**config.mk**
```make
export PLATFORM = sky130hd
export DESIGN_NAME = key_scan_debounce_hold_fifo_unit
export DESIGN_NICKNAME = d
export VERILOG_FILES = /design/src/rtl/ksdh_pkg.sv /design/src/rtl/ksdh_ram.sv /design/src/rtl/ksdh_ctrl.sv /design/src/rtl/ksdh_dp.sv /design/src/rtl/key_scan_debounce_hold_fifo_unit.sv
export SDC_FILE = /design/constraint.sdc
export NUM_CORES = 1
export LEC_CHECK = 0
export ABC_AREA = 0
export BUFFER_PORTS_ARGS = -buffer_cell sky130_fd_sc_hd__buf_4
export CORE_UTILIZATION = 55
export CTS_CLUSTER_SIZE = 14
export DETAILED_ROUTE_END_ITERATION = 8
export PLACE_DENSITY = 0.81
export SETUP_SLACK_MARGIN = 0.15
export SYNTH_ARGS = -nofsm -noshare
export SYNTH_HDL_FRONTEND = slang
export SYNTH_SLANG_ARGS = --single-unit
```
**constraint.sdc**
```tcl
create_clock -name i_clk -period 6 [get_ports i_clk]
set_input_delay 0 -clock i_clk [delete_from_list [all_inputs] [get_ports i_clk]]
set_output_delay 0 -clock i_clk [all_outputs]
set_load 0.02 [all_outputs]
```
**src/rtl/ksdh_pkg.sv**
```systemverilog
// ----------------------------------------------------------------------------
// ksdh_pkg
// Shared types and constants for the keypad scanner with debounce, hold
// repeat and event queue.
// ----------------------------------------------------------------------------
package ksdh_pkg;

    localparam int unsigned LEVEL_W   = 6;   // key level bits on the input word
    localparam int unsigned CNT_W     = 8;   // press counter width
    localparam int unsigned KEY_W     = 4;   // key index width in an event
    localparam int unsigned KIND_W    = 2;   // event kind width
    localparam int unsigned CFG_IDX_W = 1;   // configuration register index

    localparam logic [CFG_IDX_W-1:0] CFG_DEBOUNCE = 1'b0;
    localparam logic [CFG_IDX_W-1:0] CFG_HOLD     = 1'b1;

    localparam logic [CNT_W-1:0] DEBOUNCE_RST = 8'd1;
    localparam logic [CNT_W-1:0] HOLD_RST     = 8'd50;

    typedef enum logic [KIND_W-1:0] {
        KIND_PRESS   = 2'd0,
        KIND_RELEASE = 2'd1,
        KIND_HOLD    = 2'd2
    } t_kind;

    typedef enum logic [1:0] {
        FILL_EMPTY = 2'd0,
        FILL_PART  = 2'd1,
        FILL_FULL  = 2'd2
    } t_fill;

    typedef enum logic [2:0] {
        S_IDLE,
        S_SCAN,
        S_RD,
        S_RD_DATA,
        S_DONE
    } t_state;

    // controller to datapath
    typedef struct packed {
        logic capture;    // latch the input word, reset key index and result
        logic step_key;   // update one key's counter, queue its event
        logic pop;        // read the queue head, advance it
        logic take_rdata; // latch the popped entry into the result
        logic load_out;   // move the result into the output register
    } t_cmd;

    // datapath to controller
    typedef struct packed {
        logic last_key;
        logic empty;
        logic out_free;
    } t_stat;

endpackage

```
**src/rtl/ksdh_ram.sv**
```systemverilog
// ----------------------------------------------------------------------------
// ksdh_ram
// Generic single write port, single read port RAM with registered read data.
// ----------------------------------------------------------------------------
module ksdh_ram #(
    parameter int unsigned WIDTH = 6,
    parameter int unsigned DEPTH = 16,
    localparam int unsigned ADDR_W = (DEPTH > 1) ? $clog2(DEPTH) : 1
) (
    input  logic              i_clk,
    input  logic              i_we,
    input  logic [ADDR_W-1:0] i_waddr,
    input  logic [WIDTH-1:0]  i_wdata,
    input  logic [ADDR_W-1:0] i_raddr,
    output logic [WIDTH-1:0]  o_rdata
);

    logic [WIDTH-1:0] r_mem [DEPTH];
    logic [WIDTH-1:0] r_rdata;

    always_ff @(posedge i_clk) begin
        if (i_we) begin
            r_mem[i_waddr] <= i_wdata;
        end
        r_rdata <= r_mem[i_raddr];
    end

    assign o_rdata = r_rdata;

endmodule

```
**src/rtl/ksdh_ctrl.sv**
```systemverilog
// ----------------------------------------------------------------------------
// ksdh_ctrl
// Sequencer: accepts one word, walks the keys one per cycle on a scan tick or
// runs the queue read on a read request, then hands the result on.
// ----------------------------------------------------------------------------
module ksdh_ctrl (
    input  logic            i_clk,
    input  logic            i_rst_n,
    input  logic            i_in_valid,
    input  logic            i_in_mode,
    output logic            o_in_stall,
    input  ksdh_pkg::t_stat i_stat,
    output ksdh_pkg::t_cmd  o_cmd
);

    ksdh_pkg::t_state r_state;
    ksdh_pkg::t_state n_state;

    always_ff @(posedge i_clk) begin
        if (!i_rst_n) begin
            r_state <= ksdh_pkg::S_IDLE;
        end else begin
            r_state <= n_state;
        end
    end

    always_comb begin
        n_state = r_state;
        case (r_state)
            ksdh_pkg::S_IDLE: begin
                if (i_in_valid) begin
                    if (!i_in_mode) begin
                        n_state = ksdh_pkg::S_SCAN;
                    end else if (i_stat.empty) begin
                        n_state = ksdh_pkg::S_DONE;
                    end else begin
                        n_state = ksdh_pkg::S_RD;
                    end
                end
            end
            ksdh_pkg::S_SCAN: begin
                if (i_stat.last_key) begin
                    n_state = ksdh_pkg::S_DONE;
                end
            end
            ksdh_pkg::S_RD:      n_state = ksdh_pkg::S_RD_DATA;
            ksdh_pkg::S_RD_DATA: n_state = ksdh_pkg::S_DONE;
            ksdh_pkg::S_DONE: begin
                if (i_stat.out_free) begin
                    n_state = ksdh_pkg::S_IDLE;
                end
            end
            default: n_state = ksdh_pkg::S_IDLE;
        endcase
    end

    always_comb begin
        o_cmd      = '0;
        o_in_stall = 1'b1;
        case (r_state)
            ksdh_pkg::S_IDLE: begin
                o_in_stall    = 1'b0;
                o_cmd.capture = i_in_valid;
            end
            ksdh_pkg::S_SCAN:    o_cmd.step_key   = 1'b1;
            ksdh_pkg::S_RD:      o_cmd.pop        = 1'b1;
            ksdh_pkg::S_RD_DATA: o_cmd.take_rdata = 1'b1;
            ksdh_pkg::S_DONE:    o_cmd.load_out   = i_stat.out_free;
            default: begin
                o_in_stall = 1'b1;
            end
        endcase
    end

endmodule

```
**src/rtl/ksdh_dp.sv**
```systemverilog
// ----------------------------------------------------------------------------
// ksdh_dp
// Datapath: configuration registers, per-key press counters, event queue
// pointers and storage, result and output registers.
// ----------------------------------------------------------------------------
module ksdh_dp #(
    parameter int unsigned NUM_KEYS    = 6,
    parameter int unsigned QUEUE_DEPTH = 16
) (
    input  logic                              i_clk,
    input  logic                              i_rst_n,
    input  logic                              i_cfg_valid,
    input  logic [ksdh_pkg::CFG_IDX_W-1:0]    i_cfg_index,
    input  logic [ksdh_pkg::CNT_W-1:0]        i_cfg_data,
    input  logic [ksdh_pkg::LEVEL_W-1:0]      i_in_key_levels,
    input  logic                              i_out_stall,
    input  ksdh_pkg::t_cmd                    i_cmd,
    output ksdh_pkg::t_stat                   o_stat,
    output logic                              o_out_valid,
    output logic                              o_event_valid,
    output logic [ksdh_pkg::KEY_W-1:0]        o_event_key,
    output logic [ksdh_pkg::KIND_W-1:0]       o_event_kind,
    output logic                              o_queue_empty,
    output logic                              o_queue_full
);

    localparam int unsigned KIDX_W  = (NUM_KEYS > 1) ? $clog2(NUM_KEYS) : 1;
    localparam int unsigned PTR_W   = (QUEUE_DEPTH > 1) ? $clog2(QUEUE_DEPTH) : 1;
    localparam int unsigned ENTRY_W = ksdh_pkg::KEY_W + ksdh_pkg::KIND_W;
    localparam int unsigned CNT_W   = ksdh_pkg::CNT_W;

    // configuration
    logic [CNT_W-1:0] r_deb;
    logic [CNT_W-1:0] r_hold;

    always_ff @(posedge i_clk) begin
        if (!i_rst_n) begin
            r_deb  <= ksdh_pkg::DEBOUNCE_RST;
            r_hold <= ksdh_pkg::HOLD_RST;
        end else if (i_cfg_valid) begin
            if (i_cfg_index == ksdh_pkg::CFG_DEBOUNCE) begin
                r_deb <= i_cfg_data;
            end
            if (i_cfg_index == ksdh_pkg::CFG_HOLD) begin
                r_hold <= i_cfg_data;
            end
        end
    end

    // captured word and key walk
    logic [ksdh_pkg::LEVEL_W-1:0] r_levels;
    logic [KIDX_W-1:0]            r_key_idx;
    logic [NUM_KEYS-1:0]          w_down_vec;

    always_ff @(posedge i_clk) begin
        if (i_cmd.capture) begin
            r_levels <= i_in_key_levels;
        end
    end

    always_ff @(posedge i_clk) begin
        if (!i_rst_n) begin
            r_key_idx <= '0;
        end else if (i_cmd.capture) begin
            r_key_idx <= '0;
        end else if (i_cmd.step_key) begin
            r_key_idx <= r_key_idx + KIDX_W'(1);
        end
    end

    // keys beyond the input word always read as released
    for (genvar k = 0; k < NUM_KEYS; k++) begin : g_lvl
        if (k < ksdh_pkg::LEVEL_W) begin : g_in
            assign w_down_vec[k] = r_levels[k];
        end else begin : g_none
            assign w_down_vec[k] = 1'b0;
        end
    end

    // press counter update for the current key
    logic [CNT_W-1:0] r_cnt [NUM_KEYS];
    logic [CNT_W-1:0] w_cnt_cur;
    logic [CNT_W-1:0] w_cnt_inc;
    logic [CNT_W:0]   w_press_mark;
    logic [CNT_W:0]   w_hold_mark;
    logic [CNT_W-1:0] n_cnt;
    logic             w_event;
    ksdh_pkg::t_kind  w_kind;
    logic             w_down;

    assign w_down       = w_down_vec[r_key_idx];
    assign w_cnt_cur    = r_cnt[r_key_idx];
    assign w_cnt_inc    = w_cnt_cur + CNT_W'(1);
    assign w_press_mark = {1'b0, r_deb} + (CNT_W+1)'(1);
    assign w_hold_mark  = {1'b0, r_hold} + (CNT_W+1)'(1);

    always_comb begin
        n_cnt   = w_cnt_inc;
        w_event = 1'b0;
        w_kind  = ksdh_pkg::KIND_PRESS;
        if (w_down) begin
            if ({1'b0, w_cnt_inc} < w_press_mark) begin
                n_cnt = w_cnt_inc;
            end else if ({1'b0, w_cnt_inc} == w_press_mark) begin
                w_event = 1'b1;
            end else if ({1'b0, w_cnt_inc} < w_hold_mark) begin
                n_cnt = w_cnt_inc;
            end else if ({1'b0, w_cnt_inc} == w_hold_mark) begin
                // repeat: drop back to the press mark
                w_event = 1'b1;
                w_kind  = ksdh_pkg::KIND_HOLD;
                n_cnt   = w_press_mark[CNT_W-1:0];
            end else begin
                n_cnt = w_press_mark[CNT_W-1:0];
            end
        end else begin
            w_event = (w_cnt_cur > r_deb);
            w_kind  = ksdh_pkg::KIND_RELEASE;
            n_cnt   = '0;
        end
    end

    always_ff @(posedge i_clk) begin
        if (!i_rst_n) begin
            for (int i = 0; i < NUM_KEYS; i++) begin
                r_cnt[i] <= '0;
            end
        end else if (i_cmd.step_key) begin
            r_cnt[r_key_idx] <= n_cnt;
        end
    end

    // event queue
    logic [PTR_W-1:0]   r_head;
    logic [PTR_W-1:0]   r_tail;
    ksdh_pkg::t_fill    r_fill;
    logic [PTR_W-1:0]   w_head_nx;
    logic [PTR_W-1:0]   w_tail_nx;
    logic               w_we;
    logic [ENTRY_W-1:0] w_wdata;
    logic [ENTRY_W-1:0] w_rdata;

    assign w_head_nx = (r_head == PTR_W'(QUEUE_DEPTH - 1)) ? '0 : r_head + PTR_W'(1);
    assign w_tail_nx = (r_tail == PTR_W'(QUEUE_DEPTH - 1)) ? '0 : r_tail + PTR_W'(1);
    // drop the event when the queue is full
    assign w_we      = i_cmd.step_key && w_event && (r_fill != ksdh_pkg::FILL_FULL);
    assign w_wdata   = {ksdh_pkg::KEY_W'(r_key_idx), w_kind};

    always_ff @(posedge i_clk) begin
        if (!i_rst_n) begin
            r_head <= '0;
            r_tail <= '0;
            r_fill <= ksdh_pkg::FILL_EMPTY;
        end else if (w_we) begin
            r_tail <= w_tail_nx;
            r_fill <= (w_tail_nx == r_head) ? ksdh_pkg::FILL_FULL : ksdh_pkg::FILL_PART;
        end else if (i_cmd.pop) begin
            r_head <= w_head_nx;
            r_fill <= (w_head_nx == r_tail) ? ksdh_pkg::FILL_EMPTY : ksdh_pkg::FILL_PART;
        end
    end

    ksdh_ram #(
        .WIDTH (ENTRY_W),
        .DEPTH (QUEUE_DEPTH)
    ) u_queue_ram (
        .i_clk   (i_clk),
        .i_we    (w_we),
        .i_waddr (r_tail),
        .i_wdata (w_wdata),
        .i_raddr (r_head),
        .o_rdata (w_rdata)
    );

    // result of the current item
    logic                        r_evt_valid;
    logic [ksdh_pkg::KEY_W-1:0]  r_evt_key;
    logic [ksdh_pkg::KIND_W-1:0] r_evt_kind;

    always_ff @(posedge i_clk) begin
        if (i_cmd.capture) begin
            r_evt_valid <= 1'b0;
            r_evt_key   <= '0;
            r_evt_kind  <= '0;
        end else if (i_cmd.take_rdata) begin
            r_evt_valid <= 1'b1;
            r_evt_key   <= w_rdata[ENTRY_W-1:ksdh_pkg::KIND_W];
            r_evt_kind  <= w_rdata[ksdh_pkg::KIND_W-1:0];
        end
    end

    // output register
    logic                        r_out_valid;
    logic                        r_out_evt_valid;
    logic [ksdh_pkg::KEY_W-1:0]  r_out_key;
    logic [ksdh_pkg::KIND_W-1:0] r_out_kind;
    logic                        r_out_empty;
    logic                        r_out_full;
    logic                        w_out_free;

    assign w_out_free = !r_out_valid || !i_out_stall;

    always_ff @(posedge i_clk) begin
        if (!i_rst_n) begin
            r_out_valid <= 1'b0;
        end else if (i_cmd.load_out) begin
            r_out_valid <= 1'b1;
        end else if (!i_out_stall) begin
            r_out_valid <= 1'b0;
        end
    end

    always_ff @(posedge i_clk) begin
        if (i_cmd.load_out) begin
            r_out_evt_valid <= r_evt_valid;
            r_out_key       <= r_evt_key;
            r_out_kind      <= r_evt_kind;
            r_out_empty     <= (r_fill == ksdh_pkg::FILL_EMPTY);
            r_out_full      <= (r_fill == ksdh_pkg::FILL_FULL);
        end
    end

    assign o_out_valid   = r_out_valid;
    assign o_event_valid = r_out_evt_valid;
    assign o_event_key   = r_out_key;
    assign o_event_kind  = r_out_kind;
    assign o_queue_empty = r_out_empty;
    assign o_queue_full  = r_out_full;

    assign o_stat.last_key = (r_key_idx == KIDX_W'(NUM_KEYS - 1));
    assign o_stat.empty    = (r_fill == ksdh_pkg::FILL_EMPTY);
    assign o_stat.out_free = w_out_free;

`ifndef NO_ASSERTIONS
    a_full_ptrs: assert property (@(posedge i_clk) disable iff (!i_rst_n)
        (r_fill == ksdh_pkg::FILL_FULL) |-> (r_head == r_tail))
        else $error("queue full but pointers differ");

    a_empty_ptrs: assert property (@(posedge i_clk) disable iff (!i_rst_n)
        (r_fill == ksdh_pkg::FILL_EMPTY) |-> (r_head == r_tail))
        else $error("queue empty but pointers differ");

    a_no_pop_empty: assert property (@(posedge i_clk) disable iff (!i_rst_n)
        i_cmd.pop |-> (r_fill != ksdh_pkg::FILL_EMPTY))
        else $error("pop on an empty queue");

    a_pop_leaves_room: assert property (@(posedge i_clk) disable iff (!i_rst_n)
        i_cmd.pop |=> (r_fill != ksdh_pkg::FILL_FULL))
        else $error("queue full after a pop");

    a_load_free: assert property (@(posedge i_clk) disable iff (!i_rst_n)
        i_cmd.load_out |-> w_out_free)
        else $error("output register overwritten while held");
`endif

endmodule

```
**src/rtl/key_scan_debounce_hold_fifo_unit.sv**
```systemverilog
// ----------------------------------------------------------------------------
// key_scan_debounce_hold_fifo_unit
// Keypad scanner with per-key debounce, repeating hold events and an event
// queue read one event per request.
// ----------------------------------------------------------------------------
// A scan tick walks the keys in turn in the scan state, one key per cycle,
// and no new word is taken until the walk and the hand-over are done, since
// each key shares the one counter update and the single write port of the
// queue RAM. A read of a pending event passes the pop and read-data states,
// set by the registered read of the queue RAM; a read of an empty queue goes
// straight to the hand-over. The input is taken while an earlier result still
// waits in the output register, and only the final hand-over waits for that
// register to free. Configuration writes are always accepted and must be made while the block is idle.
module key_scan_debounce_hold_fifo_unit #(
    parameter int unsigned NUM_KEYS    = 6,
    parameter int unsigned QUEUE_DEPTH = 16
) (
    input  logic                              i_clk,
    input  logic                              i_rst_n,
    // configuration
    input  logic                              i_cfg_valid,
    output logic                              o_cfg_ready,
    input  logic [ksdh_pkg::CFG_IDX_W-1:0]    i_cfg_index,
    input  logic [ksdh_pkg::CNT_W-1:0]        i_cfg_data,
    // input words
    input  logic                              i_in_valid,
    output logic                              o_in_stall,
    input  logic                              i_in_mode,
    input  logic [ksdh_pkg::LEVEL_W-1:0]      i_in_key_levels,
    // result words
    output logic                              o_out_valid,
    input  logic                              i_out_stall,
    output logic                              o_event_valid,
    output logic [ksdh_pkg::KEY_W-1:0]        o_event_key,
    output logic [ksdh_pkg::KIND_W-1:0]       o_event_kind,
    output logic                              o_queue_empty,
    output logic                              o_queue_full
);

    ksdh_pkg::t_cmd  w_cmd;
    ksdh_pkg::t_stat w_stat;

    assign o_cfg_ready = 1'b1;

    ksdh_ctrl u_ctrl (
        .i_clk      (i_clk),
        .i_rst_n    (i_rst_n),
        .i_in_valid (i_in_valid),
        .i_in_mode  (i_in_mode),
        .o_in_stall (o_in_stall),
        .i_stat     (w_stat),
        .o_cmd      (w_cmd)
    );

    ksdh_dp #(
        .NUM_KEYS    (NUM_KEYS),
        .QUEUE_DEPTH (QUEUE_DEPTH)
    ) u_dp (
        .i_clk           (i_clk),
        .i_rst_n         (i_rst_n),
        .i_cfg_valid     (i_cfg_valid),
        .i_cfg_index     (i_cfg_index),
        .i_cfg_data      (i_cfg_data),
        .i_in_key_levels (i_in_key_levels),
        .i_out_stall     (i_out_stall),
        .i_cmd           (w_cmd),
        .o_stat          (w_stat),
        .o_out_valid     (o_out_valid),
        .o_event_valid   (o_event_valid),
        .o_event_key     (o_event_key),
        .o_event_kind    (o_event_kind),
        .o_queue_empty   (o_queue_empty),
        .o_queue_full    (o_queue_full)
    );

endmodule

```
Word level (Yosys, flattened, before mapping)
Memories as Yosys holds them, arrays and structs flattened. A register that Yosys moved wholly into a read port is not among the register bits.
Index checks and enable logic that the tools add are counted.
Word-level totals
  register bits after elaboration: 61
  latch bits: 0
  RAM bits: 128
  memory bits (read-only): 0
  bits of input ports: 21
  word-level logic and storage cells: 111
  memories: 2
Operators by class
  add/sub/neg operators: 6
  multiply operators: 0
  divide/modulo/power cells: 0
  magnitude comparators: 4
  equality and inequality tests: 17
  shift operators: 0
  muxes and demuxes: 47
  bitwise operators: 3
  reduce and logical (&&, ||, !) cells: 14
Memory list
  u_dp.u_queue_ram.r_mem: words 16, width 5, rd ports 1, clocked after memory_dff 1, wr ports 1, line ksdh_ram.sv:18  | logic [WIDTH-1:0] r_mem [DEPTH];
  u_dp.r_cnt: words 6, width 8, rd ports 1, clocked after memory_dff 1, wr ports 6, line ksdh_dp.sv:81  | logic [CNT_W-1:0] r_cnt [NUM_KEYS];
Operator list (number)
  $mux W8: 5
  $mux W3: 8
  $mux W1: 22
  $add A8 B1 Y9 const B: 2
  $eq A8 B9 Y1: 2
  $lt A8 B9 Y1: 2
  $mux W2: 8
  $pmux W3 S5: 1
  $add A4 B1 Y4 const B: 2
  $add A8 B1 Y8 const B: 1
  $eq A4 B4 Y1: 2
  $eq A4 B4 Y1 const B: 2
  $gt A8 B8 Y1: 1
  $mux W4: 2
  $reduce_or A8 Y1: 1
  $eq A3 B2 Y1 const B: 2
  $eq A3 B3 Y1 const B: 2
  $ne A2 B1 Y1 const B: 3
  $reduce_and A2 Y1: 3
  $lt A3 B4 Y1 const B: 1
  $ne A2 B2 Y1 const B: 2
  $add A3 B1 Y3 const B: 1
  $bmux W1 S3: 1
  $eq A3 B1 Y1 const B: 1
  10 further kinds: 14

Logic depth before layout (Yosys ltp)
Gate-level depths: netlist (run 1).
  depth after elaboration: 11
  gate-level depth with buffers: 21

Cells and area by module
A second synthesis (run 1) with hierarchy kept.
Unflattened totals
  cells, all modules: 760
  area, all modules: 10302.4 um^2
Modules (own cells, without submodules)
  ksdh_dp: times used 1, cells each 552, area an instance 6162.2 um^2, sequential area each 3173.0 um^2
  ksdh_ram: times used 1, cells each 178, area an instance 3895.0 um^2, sequential area each 3002.9 um^2
  ksdh_ctrl: times used 1, cells each 28, area an instance 234.0 um^2, sequential area each 60.1 um^2
  key_scan_debounce_hold_fifo_unit: times used 1, cells each 2, area an instance 11.3 um^2, sequential area each 0.0 um^2

Worst setup path before layout (run 1)
OpenSTA, ideal clock, no wires.
  path kind: register to register
  start: register with a tool-made name
  end: memory u_dp.u_queue_ram.r_mem[12][0] (netlist name), enable pin
  arrival time: 4577 ps
  data required time: 5626 ps
  slack: 1049 ps
  cell stages (with the launch flop): 21
  clock period less this slack: 4951 ps
  cell sequence: dfxtp_1 -> buf_6 -> buf_4 -> mux4_1 -> mux2_2 -> and3_1 -> and3_1 -> and3_1 -> xnor2_1 -> inv_1 -> ha_1 -> nand2_1 -> or3_1 -> a221oi_1 -> nor4_1 -> o211ai_1 -> a32oi_1 -> o41ai_2 -> buf_4 -> nand2_1 -> nor3_1
RTL lines (line)
  to (decl): ksdh_ram.sv:18

==> metrics.txt, run 1 <==
outcome finished, final reports clean; worst slack on hold paths 236 ps; min cycle time layout 5700 ps; unrepaired setup endpoints after global routing yes; synthesized netlist net count 785; mean routed wirelength per cell 21.5 µm; Detailed Place HPWL 15000 µm; average size of a mapped cell 13.2 µm²; total gr overflow 0; critical path class flop to flop; critical path, cell by cell mux4_1 -> mux2_2 -> and3_1 -> and3_1 -> and3_1 -> xnor2_1 -> inv_1 -> ha_1 -> nand2_1 -> or3_1 -> a221oi_1 -> nor4_1 -> o211ai_1 -> a32oi_1 -> o41ai_2 -> nand2_1 -> nor3_1; number of input and output port buffers inserted 30; Final Setup Violations 0; CP required 6130 ps; FF/Latch Area 5690 µm²; routed via count divided by cell count 6.14; register clock-pin slew on the reported worst setup and hold paths 60 ps; initial standard-cell utilization of the core 56.3%; Pwr per Cell Area 329 nW/µm²; Highest Clock Rate 0.175 GHz; die boundary width 135 µm; Syn. warnings 0; Root Driver clkbuf_16; antenna diode count 0; die boundary height 135 µm; number of max-cap violations 0; TritonCTS clock tree done; Placed Instances 973; Most Frequent Cell on Critical Path and3_1; leakage dissipation 4.01 nW; post-CTS setup buffer count 0; crit share post-route 95.0%; first-pass GRT wire length 34600 µm; number of global-route vias before repair 6306; DRT Pass-1 Iters 5; commonest cells after routing, fill and taps aside edfxtp_1 (158), nor2_1 (75), nand2_1 (60); gr usage total 25.4%; worst min-delay path class input port to flop; synthesized area 9700 µm²; Nets 852; post-route insts no fill 1042; largest buffer count on any clock path 3; Slew headroom 21.1%; largest driver fanout on the critical path 11; element type at the critical path end flop; FF-to-FF path depth 17; remaining antenna violation count 0; number of instances in the synthesized netlist 734; count of clock tree sinks 205; global placer's final weighted congestion 0.929; # fillers 1149; number of design rule violations left after detail routing 0; leading register cell type out of synthesis edfxtp_1; worst-skew pair later-pin latency 500 ps; fraction of layout instances using a drive strength above 1 16.6%; proportion of synthesized flip-flops having asynchronous set or reset 0%; maximum vdd drop 322 µV; initial antenna violation count 0; Hold Path Stages 2; row count 48; Starting DRT DRC Count 539; total I/O pin count 33; Startpoint Class flop; sequential-to-total area share from yosys stat 58.6%; Post-Route Skew 8.27 ps; Die Footprint 18200 µm²; number of distinct library cell variants in the gate-level netlist after synthesis 67; slew of the pin with the lowest slew margin 1180 ps; vias 6401; count of H-tree levels built during CTS 1; most common cell after layout, fill and taps aside edfxtp_1; max-slew violation count 0; area taken by multi-input logic gates 3720 µm²; Final Hold Viols 0; Critical-path top delay cell nor3_1; core area 17200 µm²; critical path's largest stage delay 680 ps; EDFF count, synth 158; TritonCTS Buffers 22; Area Growth Syn to Fin 15.6%; final core area utilization 65.0%; arrival time reported for the critical path endpoint 5830 ps; wire length after detailed routing 22400 µm; flops & latches, synth 205; pin count of the biggest net entering global routing 42; Total Power 0.00369 W
-- layout make-up --
| class | instances | area share (%) |
|---|---|---|
| clock buffer | 28 | 5.49 |
| inverter | 36 | 1.21 |
| sequential | 205 | 50.7 |
| timing repair buffer | 76 | 5.74 |
| tap | 225 | 2.51 |
| clock inverter | 12 | 1.15 |
| multi-input combinational | 460 | 33.2 |
-- repair_timing --
item / 4_1_cts / 5_1_grt
hold buffers: 29 / 0
hold endpoints to repair: 36 / 0
resized for setup: 1 / 1
endpoints found under the setup margin: 30 / 55
-- through the flow --
step | setup slack (ps) | TNS [ps] | area [µm²]
global placement | 201 | 0 | 10200
floorplan | 1050 | 0 | 9700
finish | 300 | 0 | 11200
detailed placement | 116 | 0 | 10200
global route | -35.7 | -249 | 11200
CTS | 324 | 0 | 11200
-- report_power, final --
part           total, W  internal, W  switching [W]
registers       0.00164      0.00159      0.0000462
clock network   0.00137     0.000820       0.000551
logic          0.000680     0.000278       0.000402
-- logic make-up (layout without fill, tap and decap cells) --
logic type / count (synthesis) / in the layout / share of synthesized area [%]
AND/OR/NAND/NOR: 237 / 237 / 11.7
flip-flops: 205 / 205 / 58.6
AO/OA/AOI/OAI: 92 / 92 / 6.67
buffers and inverters: 69 / 152 / 3.09
multiplexers: 66 / 66 / 12.7
XOR/XNOR: 33 / 33 / 3.26
adder cells (fa/ha/maj): 30 / 30 / 3.87
other: 2 / 2 / 0.0774
-- flip-flops by register name (all words and copies together), names as in the netlist, 2 cells and up, named ones only --
name,count
u_ctrl.r_state,3
u_dp.o_event_key,3
u_dp.o_event_kind,2
u_dp.r_cnt,64
u_dp.r_deb,8
u_dp.r_evt_key,3
u_dp.r_evt_kind,2
u_dp.r_fill,2
u_dp.r_head,4
u_dp.r_hold,8
u_dp.r_key_idx,3
u_dp.r_levels,6
u_dp.r_tail,4
u_dp.u_queue_ram.o_rdata,5
u_dp.u_queue_ram.r_mem,80
-- cells in the mapped netlist (4+ instances only) --
master,instances,area share (%)
edfxtp_1,158,49
nor2_1,75,2.9
nand2_1,60,2.3
dfxtp_1,47,9.7
inv_1,33,1.3
mux4_2,32,7.4
ha_1,30,3.9
xnor2_1,23,2.1
nand3_1,22,1.1
clkbuf_1,20,0.77
o21ai_0,20,1.0
mux2i_1,17,1.8
a21boi_0,15,1.2
a21oi_1,15,0.77
nor3_1,15,0.77
and2_1,12,0.77
nand2b_1,11,0.71
nor2b_1,10,0.64
nand4_1,9,0.58
mux4_1,8,2.2
xor2_1,8,0.72
a31oi_1,7,0.45
buf_4,6,0.46
nor3b_1,5,0.39
or3_1,5,0.32
and3_1,4,0.26
buf_1,4,0.15
mux2_2,4,0.46
o211ai_1,4,0.31
o21a_1,4,0.31
-- routing by layer --
layer | vias to the layer above | track usage, % | share of wire [%]
met5 | - | 0 | 0
met4 | 0 | 8.74 | 2.5
met3 | 52 | 3.68 | 6.1
met2 | 270 | 44.0 | 52
met1 | 3199 | 32.8 | 39
li1 | 2880 | - | -
-- worst paths after layout --
check,from,slack (ps),end
worst min-delay path,i_in_key_levels[0],240,u_dp.r_levels[0]
worst max register to register,flop,300,u_dp.u_queue_ram.r_mem[13][4]
worst max-delay path,flop,300,u_dp.u_queue_ram.r_mem[13][4]
worst min register to register,u_dp.r_evt_key[1],450,u_dp.o_event_key[1]
-- critical path: cells and delay by family (launching register included) --
family / cells / cell delay, ps
mux: 2 / 930
flops: 1 / 560
compound gates: 4 / 1080
fa+ha+maj: 1 / 350
xor+xnor: 1 / 180
buf+inv: 1 / 100
simple gates: 8 / 2110
Power figures use the tool's default switching activity.
==> run 2, diff against run 1 <==
- clock period: 6 -> 5.7 ns (I/O delays scaled with it)
==> metrics.txt, run 2 (same netlist as run 1, synthesis figures left out) <==
outcome finished, final reports clean; number of design rule violations left after detail routing 0 (unchanged); arrival time reported for the critical path endpoint 5520 ps (-310 ps); row count 48 (unchanged); total gr overflow 0 (unchanged); vias 6381 (-0.31%); largest registers u_dp.u_queue_ram.r_mem (80), u_dp.r_cnt (64); Post-Route Skew 11.9 ps (+3.62 ps); TritonCTS clock tree done; gr usage total 25.3% (-0.076 points); wire length after detailed routing 22500 µm (+0.33%); Root Driver clkbuf_16; die boundary height 135 µm (unchanged); remaining antenna violation count 0 (unchanged); leakage dissipation 4.05 nW (+1.2%); Critical-path top delay cell mux4_1; Slew headroom 20.7% (-0.37 points); Final Setup Violations 0 (unchanged); number of flip-flops in the largest register 80 (unchanged); antenna diode count 0 (unchanged); critical path, cell by cell mux4_1 -> mux2_2 -> and3_1 -> and3_1 -> and3_1 -> xnor2_1 -> inv_1 -> ha_1 -> nand2_1 -> or3_1 -> a221oi_1 -> nor4_1 -> o211ai_1 -> a32oi_1 -> o41ai_2 -> buf_4 -> nand2_1 -> buf_4 -> nor3_1 -> buf_4; initial antenna violation count 0 (unchanged); kind of cell with the highest combined delay on the critical path simple AND/OR/NAND/NOR gates; fraction of layout instances using a drive strength above 1 18.0% (+1.4 points); element type at the critical path end flop; critical path class flop to flop; slew of the pin with the lowest slew margin 1190 ps (+5.61 ps); initial standard-cell utilization of the core 56.3% (unchanged); commonest cells after routing, fill and taps aside edfxtp_1 (158), nor2_1 (75), nand2_1 (60); crit share post-route 93.0% (-2.0 points); Die Footprint 18200 µm² (unchanged); largest buffer count on any clock path 3 (unchanged); number of input and output port buffers inserted 30 (unchanged); Starting DRT DRC Count 578 (+7.2%); number of buffer and inverter stages on the critical path 4 (+3); number of global-route vias before repair 6361 (+0.87%); critical path's largest stage delay 580 ps (-100 ps); worst-skew pair later-pin latency 510 ps (about the same); worst min-delay path class input port to flop; mean routed wirelength per cell 21.4 µm (-0.53%); core area 17200 µm² (unchanged); routed via count divided by cell count 6.07 (-1.2%); count of clock tree sinks 205 (unchanged); unrepaired setup endpoints after global routing no; maximum vdd drop 280 µV (-13%); Startpoint Class flop; Highest Clock Rate 0.189 GHz (+7.6%); global placer's final weighted congestion 0.933 (+0.39%); first-pass GRT wire length 34500 µm (about the same); Area Growth Syn to Fin 16.0%; DRT Pass-1 Iters 6 (+1); most common cell after layout, fill and taps aside edfxtp_1; largest driver fanout on the critical path 11 (unchanged); register clock-pin slew on the reported worst setup and hold paths 60 ps (about the same); TritonCTS Buffers 22 (unchanged); count of H-tree levels built during CTS 1 (unchanged); number of max-cap violations 0 (unchanged); Setup TNS Final 0 ps (unchanged); register bank with the most flops u_dp.u_queue_ram.r_mem; total I/O pin count 33 (unchanged); Nets 862 (+1.2%); Detailed Place HPWL 15200 µm (+0.81%); CP required 5920 ps (-210 ps); Final Hold Viols 0 (unchanged); max-slew violation count 0 (unchanged); worst slack on hold paths 236 ps (+0.444 ps); min cycle time layout 5300 ps (-401 ps); hold wc startpoint i_in_key_levels[0]; die boundary width 135 µm (unchanged); Pwr per Cell Area 341 nW/µm² (+3.5%); pin count of the biggest net entering global routing 42 (unchanged)
## run 2: cell types whose count changed in the layout (fill, tap and decap cells not counted), moves of 2 or more
cell,delta
clkinv_1,+3
clkbuf_16,-2
clkinv_2,+5
dfxtp_1,-2
clkinv_4,-2
clkinvlp_4,-2
clkbuf_1,-4
buf_4,+10
## run 2: what timing repair did
action,4_1_cts,5_1_grt
hold endpoints to repair,36,0
setup endpoints to repair,30,75
gates cloned,0,0
buffers inserted,0,2
resized for setup,1,5
hold buffers,29,0
## run 2: stage by stage
stage	instances	utilization, %	worst slack, ps	cell area [µm²]	power (W)
finish	1051	65.3	401	11300	0.00383
global route	1051	65.3	186	11300	0.00396
CTS	1049	65.1	254	11200	0.00383
detailed placement	981	59.4	52.3	10200	0.00244
global placement	981	59.4	161	10200	0.00242
floorplan	734	-	749	9700	0.00223
## run 2: final timing paths
check	to	slack (ps)	cells past startpoint
worst max-delay path	u_dp.u_queue_ram.r_mem[12][2]	400	20
worst min-delay path	u_dp.r_levels[0]	240	2
worst max register to register	u_dp.u_queue_ram.r_mem[12][2]	400	20
worst min register to register	u_dp.o_event_kind[0]	460	0
## run 2: final cells by class
class	count	area, µm²
Clock buffer	22	551
Clock inverter	17	149
Fill cell	1142	5980
Inverter	36	135
Multi-Input combinational cell	460	3730
Sequential cell	205	5690
Tap cell	225	282
Timing Repair Buffer	86	718
## run 2: routing by layer
layer / wire length, µm / vias up / GRT usage [%]
li1: - / 2898 / -
met1: 8470 / 3165 / 30.6
met2: 12200 / 266 / 46.5
met3: 1180 / 52 / 3.34
met4: 677 / 0 / 8.49
met5: 0 / - / 0
## run 2: power breakdown
group / internal (W) / total (W) / leakage (nW) / switching (W)
clock network: 0.000800 / 0.00138 / 0.352 / 0.000581
logic: 0.000302 / 0.000716 / 1.75 / 0.000414
registers: 0.00168 / 0.00174 / 1.95 / 0.0000569
total: 0.00278 / 0.00383 / 4.05 / 0.00105
